File: src/text_console_cursor_controller_assert.svh
// Assertion macros shared by the console cursor controller.
// Both expect clk_i and rst_ni in scope.
`ifndef TEXT_CONSOLE_CURSOR_CONTROLLER_ASSERT_SVH
`define TEXT_CONSOLE_CURSOR_CONTROLLER_ASSERT_SVH

// Same-cycle implication
`define TTC_ASSERT_IMP(lbl, ante, cons) \
  lbl: assert property (@(posedge clk_i) disable iff (!rst_ni) (ante) |-> (cons)) \
    else $error("cursor controller assertion failed");

// Next-cycle implication
`define TTC_ASSERT_NEXT(lbl, ante, cons) \
  lbl: assert property (@(posedge clk_i) disable iff (!rst_ni) (ante) |=> (cons)) \
    else $error("cursor controller assertion failed");

`endif

File: src/ttc_pkg.sv
package ttc_pkg;

  // Parameter defaults
  localparam int unsigned MAX_COLUMNS_DEF = 256;
  localparam int unsigned MAX_ROWS_DEF    = 128;
  localparam int unsigned TAB_SPACES_DEF  = 4;

  // Results kept per input byte; later ones are dropped
  localparam int unsigned MAX_RESULTS = 8;
  localparam int unsigned RES_CNT_W   = $clog2(MAX_RESULTS + 1);

  localparam int unsigned APB_AW = 5;

  // Control characters
  localparam logic [7:0] CH_BACKSPACE = 8'd8;
  localparam logic [7:0] CH_TAB       = 8'd9;
  localparam logic [7:0] CH_NEWLINE   = 8'd10;
  localparam logic [7:0] CH_RETURN    = 8'd13;
  localparam logic [7:0] CH_SPACE     = 8'd32;

  // Input commands
  localparam logic CMD_PUT  = 1'b0;
  localparam logic CMD_INIT = 1'b1;

  // Register reset values
  localparam logic [8:0]  TEXT_COLUMNS_RST   = 9'd80;
  localparam logic [7:0]  TEXT_ROWS_RST      = 8'd25;
  localparam logic [7:0]  PROMPT_COLUMN_RST  = 8'd0;
  localparam logic [23:0] FOREGROUND_RGB_RST = 24'hFFFFFF;
  localparam logic [23:0] BACKGROUND_RGB_RST = 24'h000000;

  typedef enum logic [2:0] {
    REG_TEXT_COLUMNS   = 3'd0,
    REG_TEXT_ROWS      = 3'd1,
    REG_PROMPT_COLUMN  = 3'd2,
    REG_FOREGROUND_RGB = 3'd3,
    REG_BACKGROUND_RGB = 3'd4
  } reg_idx_e;

  typedef enum logic [1:0] {
    ACT_DRAW   = 2'd0,
    ACT_SCROLL = 2'd1,
    ACT_CLEAR  = 2'd2
  } action_e;

  typedef enum logic [2:0] {
    OP_INIT,
    OP_NEWLINE,
    OP_RETURN,
    OP_BACKSPACE,
    OP_DRAW
  } op_e;

  // Effective geometry and colours
  typedef struct packed {
    logic [7:0]  cols_m1;
    logic [6:0]  rows_m1;
    logic [7:0]  prompt;
    logic [23:0] fg;
    logic [23:0] bg;
  } cfg_t;

  typedef struct packed {
    action_e     action;
    logic [7:0]  col;
    logic [6:0]  row;
    logic [7:0]  glyph;
    logic [23:0] text_rgb;
    logic [23:0] fill_rgb;
    logic        last;
  } res_t;

  typedef struct packed {
    logic [7:0] col;
    logic [6:0] row;
  } cursor_t;

endpackage

File: src/ttc_in_if.sv
interface ttc_in_if;
  logic       valid;
  logic       ready;
  logic       cmd;
  logic [7:0] char_code;

  modport source (output valid, output cmd, output char_code, input ready);
  modport sink (input valid, input cmd, input char_code, output ready);
endinterface

File: src/ttc_out_if.sv
interface ttc_out_if;
  logic        valid;
  logic        ready;
  logic [1:0]  action;
  logic [7:0]  cell_column;
  logic [6:0]  cell_row;
  logic [7:0]  glyph_code;
  logic [23:0] text_rgb;
  logic [23:0] fill_rgb;
  logic        last;

  modport source (
    output valid, output action, output cell_column, output cell_row,
    output glyph_code, output text_rgb, output fill_rgb, output last,
    input ready
  );
  modport sink (
    input valid, input action, input cell_column, input cell_row,
    input glyph_code, input text_rgb, input fill_rgb, input last,
    output ready
  );
endinterface

File: src/ttc_cfg_regs.sv
module ttc_cfg_regs #(
  parameter int unsigned MAX_COLUMNS = ttc_pkg::MAX_COLUMNS_DEF,
  parameter int unsigned MAX_ROWS    = ttc_pkg::MAX_ROWS_DEF
) (
  input  logic                         clk_i,
  input  logic                         rst_ni,
  input  logic                         psel,
  input  logic                         penable,
  input  logic                         pwrite,
  input  logic [ttc_pkg::APB_AW-1:0]   paddr,
  input  logic [31:0]                  pwdata,
  output logic [31:0]                  prdata,
  output logic                         pready,
  output ttc_pkg::cfg_t                cfg_o
);
  import ttc_pkg::*;

  localparam int unsigned ColLim = (MAX_COLUMNS < 256) ? MAX_COLUMNS : 256;
  localparam int unsigned RowLim = (MAX_ROWS < 128) ? MAX_ROWS : 128;
  localparam logic [8:0]  ColLimW = 9'(ColLim);
  localparam logic [7:0]  RowLimW = 8'(RowLim);

  logic [8:0]  text_columns_q;
  logic [7:0]  text_rows_q;
  logic [7:0]  prompt_column_q;
  logic [23:0] foreground_rgb_q;
  logic [23:0] background_rgb_q;
  logic        wr_en;
  logic [2:0]  reg_sel;

  assign pready  = 1'b1;
  assign wr_en   = psel & penable & pwrite & pready;
  assign reg_sel = paddr[APB_AW-1:2];

  // Take register writes
  always_ff @(posedge clk_i or negedge rst_ni) begin
    if (!rst_ni) begin
      text_columns_q   <= TEXT_COLUMNS_RST;
      text_rows_q      <= TEXT_ROWS_RST;
      prompt_column_q  <= PROMPT_COLUMN_RST;
      foreground_rgb_q <= FOREGROUND_RGB_RST;
      background_rgb_q <= BACKGROUND_RGB_RST;
    end else if (wr_en) begin
      unique case (reg_sel)
        REG_TEXT_COLUMNS:   text_columns_q   <= pwdata[8:0];
        REG_TEXT_ROWS:      text_rows_q      <= pwdata[7:0];
        REG_PROMPT_COLUMN:  prompt_column_q  <= pwdata[7:0];
        REG_FOREGROUND_RGB: foreground_rgb_q <= pwdata[23:0];
        REG_BACKGROUND_RGB: background_rgb_q <= pwdata[23:0];
        default: ;
      endcase
    end
  end

  // Read back
  always_comb begin
    unique case (reg_sel)
      REG_TEXT_COLUMNS:   prdata = {23'd0, text_columns_q};
      REG_TEXT_ROWS:      prdata = {24'd0, text_rows_q};
      REG_PROMPT_COLUMN:  prdata = {24'd0, prompt_column_q};
      REG_FOREGROUND_RGB: prdata = {8'd0, foreground_rgb_q};
      REG_BACKGROUND_RGB: prdata = {8'd0, background_rgb_q};
      default:            prdata = '0;
    endcase
  end

  // Saturate geometry: zero counts as one, large values clip to the limit
  always_comb begin
    if (text_columns_q == '0) begin
      cfg_o.cols_m1 = '0;
    end else if (text_columns_q > ColLimW) begin
      cfg_o.cols_m1 = 8'(ColLimW - 9'd1);
    end else begin
      cfg_o.cols_m1 = 8'(text_columns_q - 9'd1);
    end
    if (text_rows_q == '0) begin
      cfg_o.rows_m1 = '0;
    end else if (text_rows_q > RowLimW) begin
      cfg_o.rows_m1 = 7'(RowLimW - 8'd1);
    end else begin
      cfg_o.rows_m1 = 7'(text_rows_q - 8'd1);
    end
    cfg_o.prompt = prompt_column_q;
    cfg_o.fg     = foreground_rgb_q;
    cfg_o.bg     = background_rgb_q;
  end

endmodule

File: src/ttc_step.sv
module ttc_step #(
  parameter int unsigned TAB_SPACES = ttc_pkg::TAB_SPACES_DEF
) (
  input  logic             clk_i,
  input  logic             rst_ni,
  input  ttc_pkg::cfg_t    cfg_i,
  ttc_in_if.sink           in_i,
  output logic             res_valid_o,
  input  logic             res_ready_i,
  output ttc_pkg::res_t    res_o,
  output ttc_pkg::cursor_t cursor_o,
  output logic             fire_o
);
  import ttc_pkg::*;

  localparam int unsigned   RemW   = $clog2(TAB_SPACES + 1);
  localparam logic [RemW-1:0] RemTab = RemW'(TAB_SPACES);
  localparam logic [RemW-1:0] RemOne = RemW'(1);
  localparam logic [RES_CNT_W-1:0] CntMax  = RES_CNT_W'(MAX_RESULTS);
  localparam logic [RES_CNT_W-1:0] CntLast = RES_CNT_W'(MAX_RESULTS - 1);

  // Item register
  logic                 item_vld_q, item_vld_d;
  op_e                  op_q, op_d;
  logic [7:0]           glyph_q, glyph_d;
  logic [RemW-1:0]      rem_q, rem_d;
  logic                 scroll_q, scroll_d;
  logic [RES_CNT_W-1:0] cnt_q, cnt_d;
  // Cursor
  logic [7:0]           col_q, col_d;
  logic [6:0]           row_q, row_d;

  logic [7:0]      col_c;
  logic [6:0]      row_c;
  logic            emit_want, emit, item_end, fire, accept;
  action_e         st_act;
  logic [7:0]      st_col, st_glyph;
  logic [6:0]      st_row;
  logic [23:0]     st_fg, st_bg;
  logic [7:0]      col_nx;
  logic [6:0]      row_nx;
  logic [RemW-1:0] rem_nx;
  logic            scroll_nx;
  op_e             new_op;
  logic [7:0]      new_glyph;
  logic [RemW-1:0] new_rem;

  // Pull the cursor back into the grid
  assign col_c = (col_q > cfg_i.cols_m1) ? cfg_i.cols_m1 : col_q;
  assign row_c = (row_q > cfg_i.rows_m1) ? cfg_i.rows_m1 : row_q;

  // One step of the current item: at most one result
  always_comb begin
    emit_want = 1'b0;
    item_end  = 1'b1;
    st_act    = ACT_DRAW;
    st_col    = col_c;
    st_row    = row_c;
    st_glyph  = glyph_q;
    st_fg     = cfg_i.fg;
    st_bg     = cfg_i.bg;
    col_nx    = col_c;
    row_nx    = row_c;
    rem_nx    = rem_q;
    scroll_nx = 1'b0;
    unique case (op_q)
      OP_INIT: begin
        emit_want = 1'b1;
        st_act    = ACT_CLEAR;
        st_col    = '0;
        st_row    = '0;
        st_glyph  = '0;
        st_fg     = '0;
        st_bg     = '0;
        col_nx    = '0;
        row_nx    = '0;
      end
      OP_NEWLINE: begin
        col_nx = '0;
        if (row_c == cfg_i.rows_m1) begin
          emit_want = 1'b1;
          st_act    = ACT_SCROLL;
          st_col    = '0;
          st_row    = '0;
          st_glyph  = CH_SPACE;
          st_fg     = cfg_i.bg;
        end else begin
          row_nx = row_c + 7'd1;
        end
      end
      OP_RETURN: begin
        col_nx = '0;
      end
      OP_BACKSPACE: begin
        if (col_c > cfg_i.prompt) begin
          emit_want = 1'b1;
          col_nx    = col_c - 8'd1;
          st_col    = col_c - 8'd1;
          st_glyph  = CH_SPACE;
        end
      end
      OP_DRAW: begin
        if (scroll_q) begin
          // Scroll owed by the previous wrap
          emit_want = 1'b1;
          st_act    = ACT_SCROLL;
          st_col    = '0;
          st_row    = '0;
          st_glyph  = CH_SPACE;
          st_fg     = cfg_i.bg;
          item_end  = (rem_q == '0);
        end else begin
          emit_want = 1'b1;
          rem_nx    = rem_q - RemOne;
          if (col_c == cfg_i.cols_m1) begin
            col_nx = '0;
            if (row_c == cfg_i.rows_m1) begin
              scroll_nx = 1'b1;
            end else begin
              row_nx = row_c + 7'd1;
            end
          end else begin
            col_nx = col_c + 8'd1;
          end
          item_end = (rem_q == RemOne) && !scroll_nx;
        end
      end
      default: ;
    endcase
  end

  // Drop results past the per-item limit; the last kept one is marked last
  assign emit   = emit_want && (cnt_q < CntMax);
  assign fire   = item_vld_q && (!emit || res_ready_i);
  assign accept = in_i.valid && in_i.ready;
  assign in_i.ready = !item_vld_q || (fire && item_end);

  assign res_valid_o    = item_vld_q && emit;
  assign res_o.action   = st_act;
  assign res_o.col      = st_col;
  assign res_o.row      = st_row;
  assign res_o.glyph    = st_glyph;
  assign res_o.text_rgb = st_fg;
  assign res_o.fill_rgb = st_bg;
  assign res_o.last     = item_end || (cnt_q == CntLast);

  assign cursor_o.col = col_q;
  assign cursor_o.row = row_q;
  assign fire_o       = fire;

  // Classify the incoming byte
  always_comb begin
    new_op    = OP_DRAW;
    new_glyph = in_i.char_code;
    new_rem   = RemOne;
    if (in_i.cmd == CMD_INIT) begin
      new_op = OP_INIT;
    end else begin
      case (in_i.char_code)
        CH_NEWLINE:   new_op = OP_NEWLINE;
        CH_RETURN:    new_op = OP_RETURN;
        CH_BACKSPACE: new_op = OP_BACKSPACE;
        CH_TAB: begin
          new_glyph = CH_SPACE;
          new_rem   = RemTab;
        end
        default: ;
      endcase
    end
  end

  // Advance the item and cursor, load the next transfer
  always_comb begin
    item_vld_d = item_vld_q;
    op_d       = op_q;
    glyph_d    = glyph_q;
    rem_d      = rem_q;
    scroll_d   = scroll_q;
    cnt_d      = cnt_q;
    col_d      = col_q;
    row_d      = row_q;
    if (fire) begin
      col_d    = col_nx;
      row_d    = row_nx;
      rem_d    = rem_nx;
      scroll_d = scroll_nx;
      if (emit) begin
        cnt_d = cnt_q + RES_CNT_W'(1);
      end
    end
    if (!item_vld_q || (fire && item_end)) begin
      item_vld_d = accept;
      if (accept) begin
        op_d     = new_op;
        glyph_d  = new_glyph;
        rem_d    = new_rem;
        scroll_d = 1'b0;
        cnt_d    = '0;
      end
    end
  end

  always_ff @(posedge clk_i or negedge rst_ni) begin
    if (!rst_ni) begin
      item_vld_q <= 1'b0;
      rem_q      <= '0;
      scroll_q   <= 1'b0;
      cnt_q      <= '0;
      col_q      <= '0;
      row_q      <= '0;
    end else begin
      item_vld_q <= item_vld_d;
      rem_q      <= rem_d;
      scroll_q   <= scroll_d;
      cnt_q      <= cnt_d;
      col_q      <= col_d;
      row_q      <= row_d;
    end
  end

  always_ff @(posedge clk_i) begin
    op_q    <= op_d;
    glyph_q <= glyph_d;
  end

endmodule

File: src/ttc_out_reg.sv
module ttc_out_reg (
  input  logic          clk_i,
  input  logic          rst_ni,
  input  logic          res_valid_i,
  output logic          res_ready_o,
  input  ttc_pkg::res_t res_i,
  ttc_out_if.source     out_o
);
  import ttc_pkg::*;

  logic vld_q;
  res_t res_q;

  // Refill whenever the held result leaves or the slot is empty
  assign res_ready_o = !vld_q || out_o.ready;

  always_ff @(posedge clk_i or negedge rst_ni) begin
    if (!rst_ni) begin
      vld_q <= 1'b0;
    end else if (res_ready_o) begin
      vld_q <= res_valid_i;
    end
  end

  always_ff @(posedge clk_i) begin
    if (res_ready_o && res_valid_i) begin
      res_q <= res_i;
    end
  end

  assign out_o.valid       = vld_q;
  assign out_o.action      = res_q.action;
  assign out_o.cell_column = res_q.col;
  assign out_o.cell_row    = res_q.row;
  assign out_o.glyph_code  = res_q.glyph;
  assign out_o.text_rgb    = res_q.text_rgb;
  assign out_o.fill_rgb    = res_q.fill_rgb;
  assign out_o.last        = res_q.last;

endmodule

File: src/text_console_cursor_controller.sv
// Console cursor controller: takes a byte or an init command per input transfer and issues
// cell commands (draw glyph, scroll up, clear) while tracking the cursor. The step unit
// produces at most one result per clock, stalling while the output register (which holds
// one) is full and not drained. Most bytes and newline, return and backspace give at most one
// result; a drawn character that wraps on the bottom row adds a scroll, and a tab gives
// TAB_SPACES draws plus a scroll per bottom-row wrap. The next item is taken in the same cycle
// that the current one finishes, and results past eight per item are dropped while the cursor
// still moves. Write the configuration registers only while no item is in flight.
`include "text_console_cursor_controller_assert.svh"

module text_console_cursor_controller #(
  parameter int unsigned MAX_COLUMNS = ttc_pkg::MAX_COLUMNS_DEF,
  parameter int unsigned MAX_ROWS    = ttc_pkg::MAX_ROWS_DEF,
  parameter int unsigned TAB_SPACES  = ttc_pkg::TAB_SPACES_DEF
) (
  input  logic                       clk_i,
  input  logic                       rst_ni,
  input  logic                       psel,
  input  logic                       penable,
  input  logic                       pwrite,
  input  logic [ttc_pkg::APB_AW-1:0] paddr,
  input  logic [31:0]                pwdata,
  output logic [31:0]                prdata,
  output logic                       pready,
  ttc_in_if.sink                     in_i,
  ttc_out_if.source                  out_o
);
  import ttc_pkg::*;

  cfg_t    cfg;
  res_t    res;
  cursor_t cursor;
  logic    res_valid;
  logic    res_ready;
  logic    step_fire;

  ttc_cfg_regs #(
    .MAX_COLUMNS (MAX_COLUMNS),
    .MAX_ROWS    (MAX_ROWS)
  ) u_cfg (
    .clk_i   (clk_i),
    .rst_ni  (rst_ni),
    .psel    (psel),
    .penable (penable),
    .pwrite  (pwrite),
    .paddr   (paddr),
    .pwdata  (pwdata),
    .prdata  (prdata),
    .pready  (pready),
    .cfg_o   (cfg)
  );

  ttc_step #(
    .TAB_SPACES (TAB_SPACES)
  ) u_step (
    .clk_i       (clk_i),
    .rst_ni      (rst_ni),
    .cfg_i       (cfg),
    .in_i        (in_i),
    .res_valid_o (res_valid),
    .res_ready_i (res_ready),
    .res_o       (res),
    .cursor_o    (cursor),
    .fire_o      (step_fire)
  );

  ttc_out_reg u_out (
    .clk_i       (clk_i),
    .rst_ni      (rst_ni),
    .res_valid_i (res_valid),
    .res_ready_o (res_ready),
    .res_i       (res),
    .out_o       (out_o)
  );

  // A clear carries all-zero fields and ends its item
  `TTC_ASSERT_IMP(a_clear_blank, out_o.valid && out_o.action == ACT_CLEAR, out_o.cell_column == '0 && out_o.cell_row == '0 && out_o.glyph_code == '0 && out_o.text_rgb == '0 && out_o.fill_rgb == '0 && out_o.last)
  // A scroll brings in a blank row in the background colour
  `TTC_ASSERT_IMP(a_scroll_blank, out_o.valid && out_o.action == ACT_SCROLL, out_o.cell_column == '0 && out_o.cell_row == '0 && out_o.glyph_code == CH_SPACE && out_o.text_rgb == out_o.fill_rgb)
  // A step leaves the cursor inside the grid
  `TTC_ASSERT_NEXT(a_cursor_in_grid, step_fire && !(psel && penable && pwrite), cursor.col <= cfg.cols_m1 && cursor.row <= cfg.rows_m1)

endmodule

File: src/flat_wrapper.sv
// flat-port wrapper written by rule: the top's interface ports become plain ports
module text_console_cursor_controller_flat import ttc_pkg::*;
#(
  parameter int unsigned MAX_COLUMNS = ttc_pkg::MAX_COLUMNS_DEF,
  parameter int unsigned MAX_ROWS    = ttc_pkg::MAX_ROWS_DEF,
  parameter int unsigned TAB_SPACES  = ttc_pkg::TAB_SPACES_DEF
)
  (clk_i, rst_ni, psel, penable, pwrite, paddr, pwdata, prdata, pready, in_i_valid, in_i_cmd, in_i_char_code, in_i_ready, out_o_valid, out_o_action, out_o_cell_column, out_o_cell_row, out_o_glyph_code, out_o_text_rgb, out_o_fill_rgb, out_o_last, out_o_ready);
  ttc_in_if in_i_i ();
  ttc_out_if out_o_i ();
  input  logic clk_i;
  input  logic rst_ni;
  input  logic psel;
  input  logic penable;
  input  logic pwrite;
  input  logic [ttc_pkg::APB_AW-1:0] paddr;
  input  logic [31:0] pwdata;
  output logic [31:0] prdata;
  output logic pready;
  input wire logic [$bits(in_i_i.valid)-1:0] in_i_valid;
  input wire logic [$bits(in_i_i.cmd)-1:0] in_i_cmd;
  input wire logic [$bits(in_i_i.char_code)-1:0] in_i_char_code;
  output wire logic [$bits(in_i_i.ready)-1:0] in_i_ready;
  output wire logic [$bits(out_o_i.valid)-1:0] out_o_valid;
  output wire logic [$bits(out_o_i.action)-1:0] out_o_action;
  output wire logic [$bits(out_o_i.cell_column)-1:0] out_o_cell_column;
  output wire logic [$bits(out_o_i.cell_row)-1:0] out_o_cell_row;
  output wire logic [$bits(out_o_i.glyph_code)-1:0] out_o_glyph_code;
  output wire logic [$bits(out_o_i.text_rgb)-1:0] out_o_text_rgb;
  output wire logic [$bits(out_o_i.fill_rgb)-1:0] out_o_fill_rgb;
  output wire logic [$bits(out_o_i.last)-1:0] out_o_last;
  input wire logic [$bits(out_o_i.ready)-1:0] out_o_ready;
  assign in_i_i.valid = in_i_valid;
  assign in_i_i.cmd = in_i_cmd;
  assign in_i_i.char_code = in_i_char_code;
  assign in_i_ready = in_i_i.ready;
  assign out_o_valid = out_o_i.valid;
  assign out_o_action = out_o_i.action;
  assign out_o_cell_column = out_o_i.cell_column;
  assign out_o_cell_row = out_o_i.cell_row;
  assign out_o_glyph_code = out_o_i.glyph_code;
  assign out_o_text_rgb = out_o_i.text_rgb;
  assign out_o_fill_rgb = out_o_i.fill_rgb;
  assign out_o_last = out_o_i.last;
  assign out_o_i.ready = out_o_ready;
  text_console_cursor_controller #(.MAX_COLUMNS(MAX_COLUMNS), .MAX_ROWS(MAX_ROWS), .TAB_SPACES(TAB_SPACES)) u_core (.clk_i(clk_i), .rst_ni(rst_ni), .psel(psel), .penable(penable), .pwrite(pwrite), .paddr(paddr), .pwdata(pwdata), .prdata(prdata), .pready(pready), .in_i(in_i_i), .out_o(out_o_i));
endmodule
File: config.mk
export PLATFORM = sky130hd
export DESIGN_NAME = text_console_cursor_controller_flat
export DESIGN_NICKNAME = d
export VERILOG_FILES = /design/src/ttc_pkg.sv /design/src/ttc_in_if.sv /design/src/ttc_out_if.sv /design/src/ttc_cfg_regs.sv /design/src/ttc_step.sv /design/src/ttc_out_reg.sv /design/src/text_console_cursor_controller.sv /design/src/flat_wrapper.sv
export VERILOG_INCLUDE_DIRS = /design/src /design/src/src
export SDC_FILE = /design/constraint.sdc
export NUM_CORES = 1
export LEC_CHECK = 0
export ABC_AREA = 1
export BUFFER_PORTS_ARGS = -buffer_cell sky130_fd_sc_hd__buf_2
export CAP_MARGIN = 10
export CORE_ASPECT_RATIO = 1.25
export CORE_MARGIN = 2
export CORE_UTILIZATION = 46
export CTS_CLUSTER_SIZE = 28
export DETAILED_ROUTE_END_ITERATION = 8
export PLACE_DENSITY = 0.77
export SLEW_MARGIN = 20
export SYNTH_ARGS = -nofsm -noshare
export SYNTH_HDL_FRONTEND = slang
export SYNTH_SLANG_ARGS = --single-unit
File: constraint.sdc
create_clock -name clk_i -period 16.98 [get_ports clk_i]
set_clock_uncertainty 0.05 [all_clocks]
set_input_delay 0.849 -clock clk_i [delete_from_list [all_inputs] [get_ports clk_i]]
set_output_delay 0.849 -clock clk_i [all_outputs]
set_load 0.02 [all_outputs]
======== Word level (Yosys, flattened, before mapping) ========
Cells that the tools add are included.
storage, ports and cells
  register bits ........................... 183
  output and inout port bits .............. 109
cells by class
  multiplexer cells ....................... 58
  order comparisons ....................... 6
  reductions and logical operators ........ 28
  add/sub/neg operators ................... 7
  equality and inequality tests ........... 16
  bitwise operators ....................... 2
operator list
  cell                                                                 number
  24-bit case mux with 5 select lines                                  1
  8-bit two-way mux                                                    13
  24-bit case mux with 3 select lines                                  1
  8-bit case mux with 4 select lines                                   2
  7-bit two-way mux                                                    8
  24-bit two-way mux                                                   2
  7-bit case mux with 3 select lines                                   2
  8-bit by 4-bit == test with 1-bit output (second input constant)     4
  8-bit case mux with 3 select lines                                   1
  3-bit two-way mux                                                    7
  8-bit > comparator                                                   2
  4-bit two-way mux                                                    4
  8-bit by 1-bit subtractor with 8-bit output (second input constant)  2
  1-bit two-way mux                                                    14
  3-bit by 2-bit == test with 1-bit output (second input constant)     4
  2-bit AND reduction                                                  6
  3-bit by 1-bit == test with 1-bit output (second input constant)     3
  9-bit > comparator (second input constant)                           1
  3-bit logical NOT                                                    3
  9-bit logical NOT                                                    1
  3-bit case mux with 3 select lines                                   1
  8-bit by 1-bit adder with 8-bit output (second input constant)       1
  8-bit == test                                                        1
  8-bit > comparator (second input constant)                           1
  18 further kinds                                                     32

======== Depth between registers and ports, before layout ========
Gate-level depths: netlist (run 1).
  depth after elaboration ................. 19
  mapped depth ............................ 39

======== Modules after synthesis ========
From an unflattened synthesis (run 1), not the netlist that was laid out.
unflattened totals
  cells, all modules ...................... 1319
  area, all modules ....................... 10667.7 µm²
by module, submodules not included
  module        area an instance (µm²)  times used  seq. area each (µm²)  cells an instance
  ttc_step      4654.5                  1           930.9                 788
  ttc_cfg_regs  3746.1                  1           1863.0                451
  ttc_out_reg   2267.2                  1           2247.2                80

======== Least setup slack after synthesis (run 1) ========
OpenSTA, ideal clock, no wires.
  kind .................................... reg-to-reg
  start ................................... reg u_core.u_cfg.text_columns_q[0]
  end ..................................... reg u_core.u_out.res_q, in the netlist u_core.u_out.out_o.action[0] (enable)
  library setup time ...................... 508 ps
  cell stages (with the launch flop) ...... 29
  path slack .............................. 9578 ps
  arrival time ............................ 6844 ps
  path buffers ............................ 1
  cells stage by stage .................... dfrtp_1 inv_1 ha_1 nand2_4 o21ai_4 nand3_1 nand2_1 ha_1 a21o_1 nor2_1 nand2_1 nand2_2 buf_6 inv_2 o21ai_0 inv_1 ha_1 nand2_1 nor2_1 nand2_1 nand2_1 nand2_1 nor2_1 inv_1 nand2_1 inv_1 nand2_4 nand3_1 nor2_1
on the way
  longest elaborated chain between the ends .. 11
ends and longest elaborated chain
  what                                                                               RTL line                                source
  start, declared                                                                    ttc_cfg_regs.sv:23                      logic [8:0] text_columns_q;
  start signal, assigned                                                             ttc_cfg_regs.sv:45                      REG_TEXT_COLUMNS: text_columns_q <= pwdata[8:0];
  8-bit by 1-bit subtractor with 8-bit output or 9-bit > comparator (tied branches)  ttc_cfg_regs.sv:74, ttc_cfg_regs.sv:71
  8-bit two-way mux                                                                  ttc_cfg_regs.sv:71                      end else if (text_columns_q > ColLimW) begin
  8-bit two-way mux (*)                                                              ttc_cfg_regs.sv:69                      if (text_columns_q == '0) begin
  8-bit > comparator                                                                 ttc_step.sv:49                          assign col_c = (col_q > cfg_i.cols_m1) ? cfg_i.cols_m1 : col_q;
  8-bit two-way mux (*)                                                              ttc_step.sv:49
  8-bit > comparator (*)                                                             ttc_step.sv:95                          if (col_c > cfg_i.prompt) begin
  1-bit two-way mux (*)                                                              ttc_step.sv:95
  1-bit case mux with 3 select lines (*)                                             ttc_step.sv:66                          unique case (op_q)
  1-bit logical AND (*)                                                              ttc_step.sv:133                         assign emit = emit_want && (cnt_q < CntMax);
  1-bit logical AND (*)                                                              ttc_step.sv:138                         assign res_valid_o = item_vld_q && emit;
  1-bit logical AND (*)                                                              ttc_out_reg.sv:26                       if (res_ready_o && res_valid_i) begin
  end signal, assigned                                                               ttc_out_reg.sv:27                       res_q <= res_i;
  end, declared                                                                      ttc_out_reg.sv:12                       res_t res_q;
Every way passes the cells marked *; elsewhere a longest branch is shown, timed or not.
A chain may end at the register's enable or synchronous reset.

======== Worst setup path in the final report (run 1) ========
  start ................................... reg u_core.u_cfg.text_columns_q[0]
  end ..................................... out in_i_ready
on the way
  longest elaborated chain between the ends .. 15
ends and longest elaborated chain
  what                                                                               RTL line                                source
  8-bit by 1-bit subtractor with 8-bit output or 9-bit > comparator (tied branches)  ttc_cfg_regs.sv:74, ttc_cfg_regs.sv:71
  8-bit two-way mux                                                                  ttc_cfg_regs.sv:71
  8-bit two-way mux (*)                                                              ttc_cfg_regs.sv:69
  branches (longest 10 deep; another with 8-bit > comparator)                        n/a
  1-bit logical AND (*)                                                              ttc_step.sv:136                         assign in_i.ready = !item_vld_q || (fire && item_end);
  1-bit logical OR (*)                                                               ttc_step.sv:136
  end, declared                                                                      flat_wrapper.sv:23                      output wire logic [$bits(in_i_i.ready)-1:0] in_i_ready;
Mark *: on every way between the ends. The select of a mux whose other input is x is not followed.

==> flow_summary.ini, run 1 <==
[setup_path]
required_ns = 16.08
startpoint_type = flip-flop
ff2ff_setup_slack_ns = 10.78
critical_path.max_stage_delay_ns = 0.58
critPathKind = flip-flop to primary output
slowest_stage = o21ai_0
critPathArrivalTime_ns = 5.62
r2r_start = u_core.u_cfg.text_columns_q[0]$_DFFE_PN0P_
r2r_cells = 28
timing.critical_path.mode_cell = nand2_1
critPathMaxFanout = 27
rr_endpoint = u_core.u_out.out_o.fill_rgb[3]$_SDFFCE_PP0P_
crit_path_end_kind = primary output

[clock_network]
cts_buffer_depth = 2
cts_repair_resize_count = 0
clkLatencyLatePin_ns = 0.45
cts_setup_buffers = 0
cts_tree = built
cts-root-buf = clkbuf_16
ctsHoldBuffers = 0
h-tree-depth = 4
cts_num_sinks = 183
cts_buffers = 17
clkTransAtPathRegs_ns = 0.08

[sta]
finalSetupViolCount = 0
fin_setup_tns_ns = 0
fin_crit_ns = 6.52
final-hold-violation-count = 0
rsz0062_at_grt = no
worstMarginPinSlew_ns = 1.04
finalCritPeriodShare = 0.384
max_slew_margin = 0.301
final-max-slew-violation-count = 0
max_freq_ghz = 0.153

[routing]
wirelength_mm = 26.1
drt_first_pass_iters = 5
postRouteAntennaNets = 0
via_per_inst = 5.32
drc = 0
vias = 8946
drt_iter0_markers = 825
routedWlPerCell_um = 15.5

[floorplanning]
io_pins = 162
initial_core_util = 0.467
rows = 61
dieHeight_um = 172
core-area_um2 = 22100
chipWidth_um = 138
die_area_um2 = 23700

[grt]
grt_pass1_wl_mm = 42.5
antenna_found_initial = 0
grt_pass1_vias = 8412
grt_use_total = 0.222
grt_max_degree = 72
grt_overflow = 0

[logic_synthesis]
ys_top_cells_by_area = edfxtp_1 25%, dfrtp_1 17%, nand2_1 12%
synth_edf_count = 85
synth_cell_types = 49
synth_seq_cells = 183
synthCells = 1260
synth_most_common_cell = nand2_1
yosys.area_share.simple = 0.244
syn_area_per_cell_um2 = 8.20
synthAdderAreaFrac = 0.0412
synth-seq-area-share = 0.488
synthMuxAreaShare = 0
yosys.area.top_type = edfxtp_1
synth_top_family_by_area = simple AND/OR/NAND/NOR gates
synth_flop_cell = edfxtp_1
yosysWarningCount = 0
synthTopCellsByCount = 327 x nand2_1, 179 x inv_1, 111 x o21ai_0
synth-compound-area-share = 0.123
yosys.area.top_type_share = 0.247
synthXorXnorAreaFrac = 0.00763
synth-async-reset-ratio = 0.536
syn_area_um2 = 10300

[power]
ir_drop_mv = 0.0811
power_density_nw_per_um2 = 171
p_leak_nw = 5.69

[min_path]
hp-class = input port to async pin

[finish]
syn_to_final_growth_pct = 15.1
insertedDiodeCount = 0
nets = 1474
stdcell_count = 1683
drive_above_1_share = 0.191

[place]
gp_congestion = 0.952
portBuffers = 142
dp_cells = 1650
dp_hpwl_mm = 18.7

[status]
status = finished clean

[run]
maxCapViolCount = 0
## state kept, by name, summed over array words and instances, names as in the netlist, 2 cells and up
register / flops
u_core.u_cfg.background_rgb_q: 24
u_core.u_cfg.foreground_rgb_q: 24
u_core.u_cfg.prompt_column_q: 8
u_core.u_cfg.text_columns_q: 9
u_core.u_cfg.text_rows_q: 8
u_core.u_out.out_o.action: 2
u_core.u_out.out_o.cell_column: 8
u_core.u_out.out_o.cell_row: 7
u_core.u_out.out_o.fill_rgb: 24
u_core.u_out.out_o.glyph_code: 8
u_core.u_out.out_o.text_rgb: 24
u_core.u_step.cnt_q: 4
u_core.u_step.col_q: 8
u_core.u_step.glyph_q: 8
u_core.u_step.op_q: 3
u_core.u_step.rem_q: 3
u_core.u_step.row_q: 7
## kinds of logic after synthesis
group,Yosys count
and+or+nand+nor,574
buffers and inverters,241
AOI/OAI and AO/OA,217
DFF,183
adders and majority gates,34
xor gates and xnor gates,9
other,2
## metrics by stage
stage / setup WS (ns) / utilization / power [mW] / area (um^2) / hold WS, ns
finish: 10.46 / 0.537 / 2.04 / 11900 / 0.267
global route: 10.03 / 0.537 / 2.20 / 11900 / 0.284
CTS: 10.24 / 0.536 / 2.03 / 11900 / 0.264
detailed placement: 10.30 / 0.507 / 1.61 / 11200 / 0.423
global placement: 10.42 / 0.507 / 1.58 / 11200 / 0.416
floorplan: 9.58 / - / 1.38 / 10400 / 0.403
## critical path: cells and delay by family, from the launching register on
kind                       cells  cell delay (ns)
and+or+nand+nor               17             2.00
AOI/OAI and AO/OA              3             0.99
adders and majority gates      3             0.93
buffers and inverters          6             0.90
DFF                            1             0.39
## power by group
| group | total [mW] | switching, mW | internal [mW] |
|---|---|---|---|
| logic | 0.971 | 0.664 | 0.307 |
| clock network | 0.422 | 0.198 | 0.224 |
| registers | 0.644 | 0.0618 | 0.582 |
## area by class of cell
cell class | count | area (um^2)
well taps | 283 | 354
multi-input cells | 843 | 4340
clock buffers | 18 | 450
clock inverters | 14 | 190
fillers | 2049 | 10200
flip-flops and latches | 183 | 5040
repair buffers | 151 | 793
inverters | 191 | 717
## how the worst max path moves through the flow
stage,start,cells past startpoint,slack [ns],end
5_1_grt,u_core.u_cfg.text_columns_q[0]$_DFFE_PN0P_,32,10.03,in_i_ready
4_1_cts,u_core.u_cfg.text_columns_q[0]$_DFFE_PN0P_,28,10.24,u_core.u_out.out_o.cell_row[5]$_DFFE_PP_
3_3_place_gp,u_core.u_cfg.text_columns_q[0]$_DFFE_PN0P_,28,10.42,u_core.u_out.out_o.cell_row[2]$_DFFE_PP_
6_report,u_core.u_cfg.text_columns_q[0]$_DFFE_PN0P_,29,10.46,in_i_ready
2_1_floorplan,u_core.u_cfg.text_columns_q[0]$_DFFE_PN0P_,28,9.58,u_core.u_out.out_o.action[0]$_DFFE_PP_
3_5_place_dp,u_core.u_cfg.text_columns_q[0]$_DFFE_PN0P_,28,10.30,u_core.u_out.out_o.cell_row[4]$_DFFE_PP_
## layout by cell type, fill, tap and decap left out, types with 7 or more instances in the layout
master     netlist  routed
a21oi_1         28      28
a221oi_1         7       7
buf_2            5     141
buf_4           14       9
clkbuf_16        0      18
conb_1           2       9
dfrtp_1         69      69
dfstp_2         29      29
edfxtp_1        85      85
ha_1            34      34
inv_1          179     179
inv_2           10      10
inv_8            0       8
nand2_1        327     327
nand2_2          8       8
nand2_4          7       7
nand3_1         62      62
nand3b_1         9       9
nand4_1         18      18
nor2_1         105     103
nor2_2           7       8
nor3_1          14      14
o211ai_1        13      13
o21ai_0        111     111
o22ai_1         34      34
## routing by layer
metal / global-route usage / vias to the layer above / share of wire
met1: 0.291 / 4180 / 0.42
met4: 0.0976 / 0 / 0.028
li1: - / 4377 / -
met2: 0.378 / 336 / 0.49
met5: 0 / - / 0
met3: 0.0234 / 53 / 0.056
(Power assumes the default switching activity.)
==> run 2: changes to the inputs <==
Settings changed: ABC_AREA 1 to 0.
Clock period 16.98 ns to 6.3 ns, I/O delays scaled along.
==> flow_summary.ini, run 2 <==
[clock_network]
cts_num_sinks = 183
h-tree-depth = 4
cts_buffer_depth = 2
cts_tree = built
cts_buffers = 17
clkTransAtPathRegs_ns = 0.07
clkLatencyLatePin_ns = 0.44
cts-root-buf = clkbuf_16
cts_setup_buffers = 0

[power]
power_density_nw_per_um2 = 428
ir_drop_mv = 0.230
sw_frac_of_total = 0.404
clkPwrFrac = 0.216
p_int_mw = 3.01
p_switching_mw = 2.04
pwr-share-seq = 0.365
pwr-share-comb = 0.419
p_leak_nw = 4.98

[setup_path]
slowest_stage = and2_1
critical_path.max_stage_delay_ns = 0.59
critPathMaxFanout = 15
cp.buffers_inverters = 5
critPathTopFamily = simple AND/OR/NAND/NOR gates
critPathKind = flip-flop to flip-flop
required_ns = 6.58
startpoint_type = flip-flop
critPathArrivalTime_ns = 6.07
crit_path_end_kind = flip-flop

[sta]
setup_slack_ns = 0.517
worstMarginPinSlew_ns = 1.04
finalCritPeriodShare = 0.918
fin_setup_tns_ns = 0
final-max-slew-violation-count = 0
fin_crit_ns = 5.78
final-hold-violation-count = 0
rsz0062_at_grt = no
max_freq_ghz = 0.173
max_slew_margin = 0.303
finalSetupViolCount = 0

[place]
gp_congestion = 0.887
dp_cells = 1327
place_area_um2 = 11200
dpl_worst_slack_ns = 0.463
dp_hpwl_mm = 17.9
portBuffers = 142

[logic_synthesis]
yosys.area.top_type_share = 0.252
yosys.area_share.simple = 0.144
synth-async-reset-ratio = 0.536
synthTopCellsByCount = 85 x edfxtp_1, 69 x dfrtp_1, 66 x mux2_2
yosys.area.top_type = edfxtp_1
synth-compound-area-share = 0.175
synth_top_family_by_area = compound AO/OA/AOI/OAI gates
synthMuxAreaShare = 0.0802
syn_area_um2 = 10100
synth_edf_count = 85
ys_top_cells_by_area = edfxtp_1 25%, dfrtp_1 17%, dfstp_2 7.5%
synth_flop_cell = edfxtp_1
synthCells = 937
synth_most_common_cell = edfxtp_1
yosysWarningCount = 0
syn_area_per_cell_um2 = 10.8
synthXorXnorAreaFrac = 0.0147
synth-seq-area-share = 0.497
synthAdderAreaFrac = 0.0419
synth_seq_cells = 183
synth_cell_types = 84

[finish]
stdcell_count = 1360
insertedDiodeCount = 0
drive_above_1_share = 0.302
layout_common_cells = 141 x buf_2, 85 x edfxtp_1, 69 x dfrtp_1, 66 x mux2_2
syn_to_final_growth_pct = 16.2
final_common_cell = buf_2
fillCellCount = 1853
fin_area_um2 = 11800
nets = 1155

[grt]
grt_pass1_wl_mm = 39.3
grt_overflow = 0
grt_use_total = 0.216
grt_max_degree = 73
antenna_found_initial = 0
grt_pass1_vias = 7674

[routing]
route.met2.wl_mm = 12.4
via_per_inst = 5.89
wirelength_mm = 25.2
vias = 8006
route.met3.wl_mm = 1.79
drc = 0
met1_length_mm = 10.5
routedWlPerCell_um = 18.5
drt_iter0_markers = 606
drt_first_pass_iters = 5
top_layer = met4
postRouteAntennaNets = 0

[status]
status = finished clean

[floorplanning]
die_area_um2 = 23300
rows = 60
core-area_um2 = 21600
io_pins = 162
chipWidth_um = 137
dieHeight_um = 170
initial_core_util = 0.469

[min_path]
hp-class = input port to flip-flop

[run]
maxCapViolCount = 0
## run 2: routing by layer
| metal | vias to the layer above | global-route usage |
|---|---|---|
| li1 | 3738 | - |
| met1 | 3849 | 0.270 |
| met2 | 371 | 0.375 |
| met3 | 48 | 0.0354 |
| met4 | 0 | 0.0816 |
| met5 | - | 0 |
## run 2: what timing repair did
item,4_1_cts,5_1_grt
setup endpoints to repair,0,94
hold buffers,1,0
resized for setup,0,3
endpoints found under the hold margin,23,0
## run 2: power by group through the flow
stage               clock network [mW]  registers, mW  logic, mW
finish                            1.09           1.84       2.11
global placement                     0           1.85       2.03
detailed placement                   0           1.86       2.07
CTS                               1.11           1.84       2.09
global route                      1.15           1.88       2.33
floorplan                            0           1.91       1.39
## run 2: final timing paths
| path | start | endpoint | slack, ns | cells after the start |
|---|---|---|---|---|
| max | u_core.u_cfg.text_columns_q[1]$_DFFE_PN0P_ | u_core.u_step.rem_q[0]$_DFF_PN0_ | 0.52 | 27 |
| min | in_i_char_code[4] | u_core.u_step.glyph_q[4]$_DFFE_PP_ | 0.02 | 1 |
| max reg2reg | u_core.u_cfg.text_columns_q[1]$_DFFE_PN0P_ | u_core.u_step.rem_q[0]$_DFF_PN0_ | 0.52 | 27 |
| min reg2reg | u_core.u_step.glyph_q[0]$_DFFE_PP_ | u_core.u_out.out_o.glyph_code[0]$_DFFE_PP_ | 0.49 | 1 |
| max in group asynchronous | rst_ni | u_core.u_cfg.prompt_column_q[2]$_DFFE_PN0P_ | 4.67 | 3 |
| min in group asynchronous | rst_ni | u_core.u_step.col_q[2]$_DFFE_PN0N_ | 0.28 | 2 |
## run 2: cell type report
| type | instances | area (um^2) | area share |
|---|---|---|---|
| inverters | 43 | 165 | 0.0140 |
| well taps | 279 | 349 | 0.0296 |
| multi-input cells | 654 | 4680 | 0.397 |
| clock inverters | 15 | 180 | 0.0153 |
| flip-flops and latches | 183 | 5040 | 0.428 |
| repair buffers | 169 | 943 | 0.0800 |
| clock buffers | 17 | 425 | 0.0361 |
## run 2: metrics by stage
stage | total power, mW | util | hold WS (ns)
CTS | 5.03 | 0.545 | 0.00714
finish | 5.05 | 0.545 | 0.0153
detailed placement | 3.92 | 0.516 | 0.228
global route | 5.37 | 0.545 | 0.00702
floorplan | 3.31 | - | -0.0306
global placement | 3.87 | 0.516 | 0.222
## run 2: kinds of logic after synthesis
kind of cell / Yosys count
AOI/OAI and AO/OA: 251
other: 2
and+or+nand+nor: 270
xor gates and xnor gates: 17
adders and majority gates: 34
DFF: 183
muxes: 73
buffers and inverters: 107
==> run 3: changes to the inputs <==
Settings changed: CORE_MARGIN 2 to not set.
==> flow_summary.ini, run 3 (synthesis gave the netlist of run 2 again) <==
[status]
status = finished clean

[setup_path]
critPathArrivalTime_ns = 5.54
r2r_start = u_core.u_cfg.text_columns_q[1]$_DFFE_PN0P_
r2r_cells = 22
critPathKind = flip-flop to primary output
crit_path_end_kind = primary output
startpoint_type = flip-flop
ff2ff_setup_slack_ns = 0.48
critPathMaxFanout = 6
required_ns = 5.93
rr_endpoint = u_core.u_out.out_o.cell_column[5]$_DFFE_PP_

[floorplanning]
rows = 60
core-area_um2 = 21500
die_area_um2 = 22700
initial_core_util = 0.471
chipWidth_um = 135
io_pins = 162
dieHeight_um = 168

[place]
gp_congestion = 0.895
dp_hpwl_mm = 17.9
dp_cells = 1326
portBuffers = 142

[sta]
fin_setup_tns_ns = 0
max_freq_ghz = 0.169
final-hold-violation-count = 0
finalCritPeriodShare = 0.937
worstMarginPinSlew_ns = 1.15
max_slew_margin = 0.224
final-max-slew-violation-count = 0
rsz0062_at_grt = no
fin_crit_ns = 5.90
finalSetupViolCount = 0

[clock_network]
cts_tree = built
cts_setup_buffers = 0
clkTransAtPathRegs_ns = 0.07
cts_num_sinks = 183
h-tree-depth = 4
cts-root-buf = clkbuf_16
cts_buffer_depth = 2
cts_buffers = 17
clkLatencyLatePin_ns = 0.45

[power]
sw_frac_of_total = 0.405
power_density_nw_per_um2 = 430
pwr-share-seq = 0.364
p_switching_mw = 2.06
p_leak_nw = 4.99
clkPwrFrac = 0.219
ir_drop_mv = 0.207
pwr-share-comb = 0.417
p_int_mw = 3.02
power.total_mw = 5.08

[finish]
syn_to_final_growth_pct = 16.4
nets = 1155
final_common_cell = buf_2
layout_common_cells = 141 x buf_2, 85 x edfxtp_1, 69 x dfrtp_1, 66 x mux2_2
stdcell_count = 1360
drive_above_1_share = 0.302
insertedDiodeCount = 0

[grt]
antenna_found_initial = 0
grt_pass1_vias = 7793
grt_max_degree = 66
grt_use_total = 0.227
grt_overflow = 0
grt_pass1_wl_mm = 39.8

[routing]
drt_first_pass_iters = 5
via_per_inst = 5.89
wirelength_mm = 25.5
vias = 8007
routedWlPerCell_um = 18.7
postRouteAntennaNets = 0
drt_iter0_markers = 509
drc = 0

[min_path]
hp-class = input port to flip-flop
whs_endpoint = u_core.u_step.glyph_q[6]$_DFFE_PP_
worstHoldPathCells = 1
hp-start = in_i_char_code[6]

[run]
maxCapViolCount = 0
[run 3: routing by layer]
layer | global-route usage | routed length, um | vias up
met5 | 0 | 0 | -
met4 | 0.109 | 749 | 0
met3 | 0.0355 | 1690 | 68
met2 | 0.382 | 12500 | 360
met1 | 0.282 | 10500 | 3847
li1 | - | - | 3732
[run 3: power groups by stage]
stage          sequential (mW)  clock [mW]  combinational, mW
2_1_floorplan             1.91           0               1.39
4_1_cts                   1.84        1.13               2.09
3_5_place_dp              1.86           0               2.07
5_1_grt                   1.88        1.18               2.32
6_report                  1.85        1.11               2.12
3_3_place_gp              1.85           0               2.02
[run 3: repair_timing]
| action | CTS | global route |
|---|---|---|
| gates resized for setup | 0 | 4 |
| setup endpoints to repair | 0 | 94 |
| hold buffers | 2 | 0 |
| endpoints found under the hold margin | 29 | 0 |
[run 3: stage by stage]
stage	util	area (um^2)	worst slack [ns]	hold WS, ns
CTS	0.547	11800	0.203	0.00460
floorplan	-	10200	0.127	-0.0306
global route	0.548	11800	0.0467	0.00594
finish	0.548	11800	0.399	0.0166
detailed placement	0.517	11100	0.273	0.270
global placement	0.517	11100	0.427	0.267
[run 3: worst max-delay path by stage]
| stage | start | end | slack, ns | depth (start not counted) |
|---|---|---|---|---|
| 3_3_place_gp | u_core.u_cfg.text_columns_q[1]$_DFFE_PN0P_ | u_core.u_step.glyph_q[2]$_DFFE_PP_ | 0.43 | 23 |
| 6_report | u_core.u_cfg.text_columns_q[1]$_DFFE_PN0P_ | in_i_ready | 0.40 | 21 |
| 3_5_place_dp | u_core.u_cfg.text_columns_q[1]$_DFFE_PN0P_ | u_core.u_step.glyph_q[6]$_DFFE_PP_ | 0.27 | 23 |
| 5_1_grt | u_core.u_cfg.text_columns_q[1]$_DFFE_PN0P_ | in_i_ready | 0.05 | 22 |
| 2_1_floorplan | u_core.u_cfg.text_columns_q[0]$_DFFE_PN0P_ | u_core.u_out.out_o.action[0]$_DFFE_PP_ | 0.13 | 24 |
| 4_1_cts | u_core.u_cfg.text_columns_q[1]$_DFFE_PN0P_ | u_core.u_step.glyph_q[4]$_DFFE_PP_ | 0.20 | 23 |
[run 3: worst max-delay path, cell delays in order, from the launching register on]
cell and delay (ns):
dfrtp_1 0.44, inv_1 0.10, ha_1 0.25, or3b_1 0.40
o31ai_1 0.46, inv_1 0.09, ha_1 0.31, nand4_1 0.12
nor2_1 0.07, a211oi_1 0.34, nor2_2 0.17, buf_4 0.19
o21ai_1 0.45, ha_1 0.34, and3_1 0.16, nand4_1 0.09
o21ai_0 0.08, a21oi_1 0.20, nand2_1 0.15, a311oi_4 0.36
a32oi_2 0.14, buf_2 0.19
[run 3: cell type report]
| type | instances | area (um^2) |
|---|---|---|
| fill | 1879 | 9740 |
| sequential | 183 | 5040 |
| multi-input combinational | 654 | 4690 |
| timing repair buffer | 169 | 933 |
| clock buffer | 17 | 425 |
| tap | 279 | 349 |
| clock inverter | 15 | 203 |
| inverter | 43 | 165 |
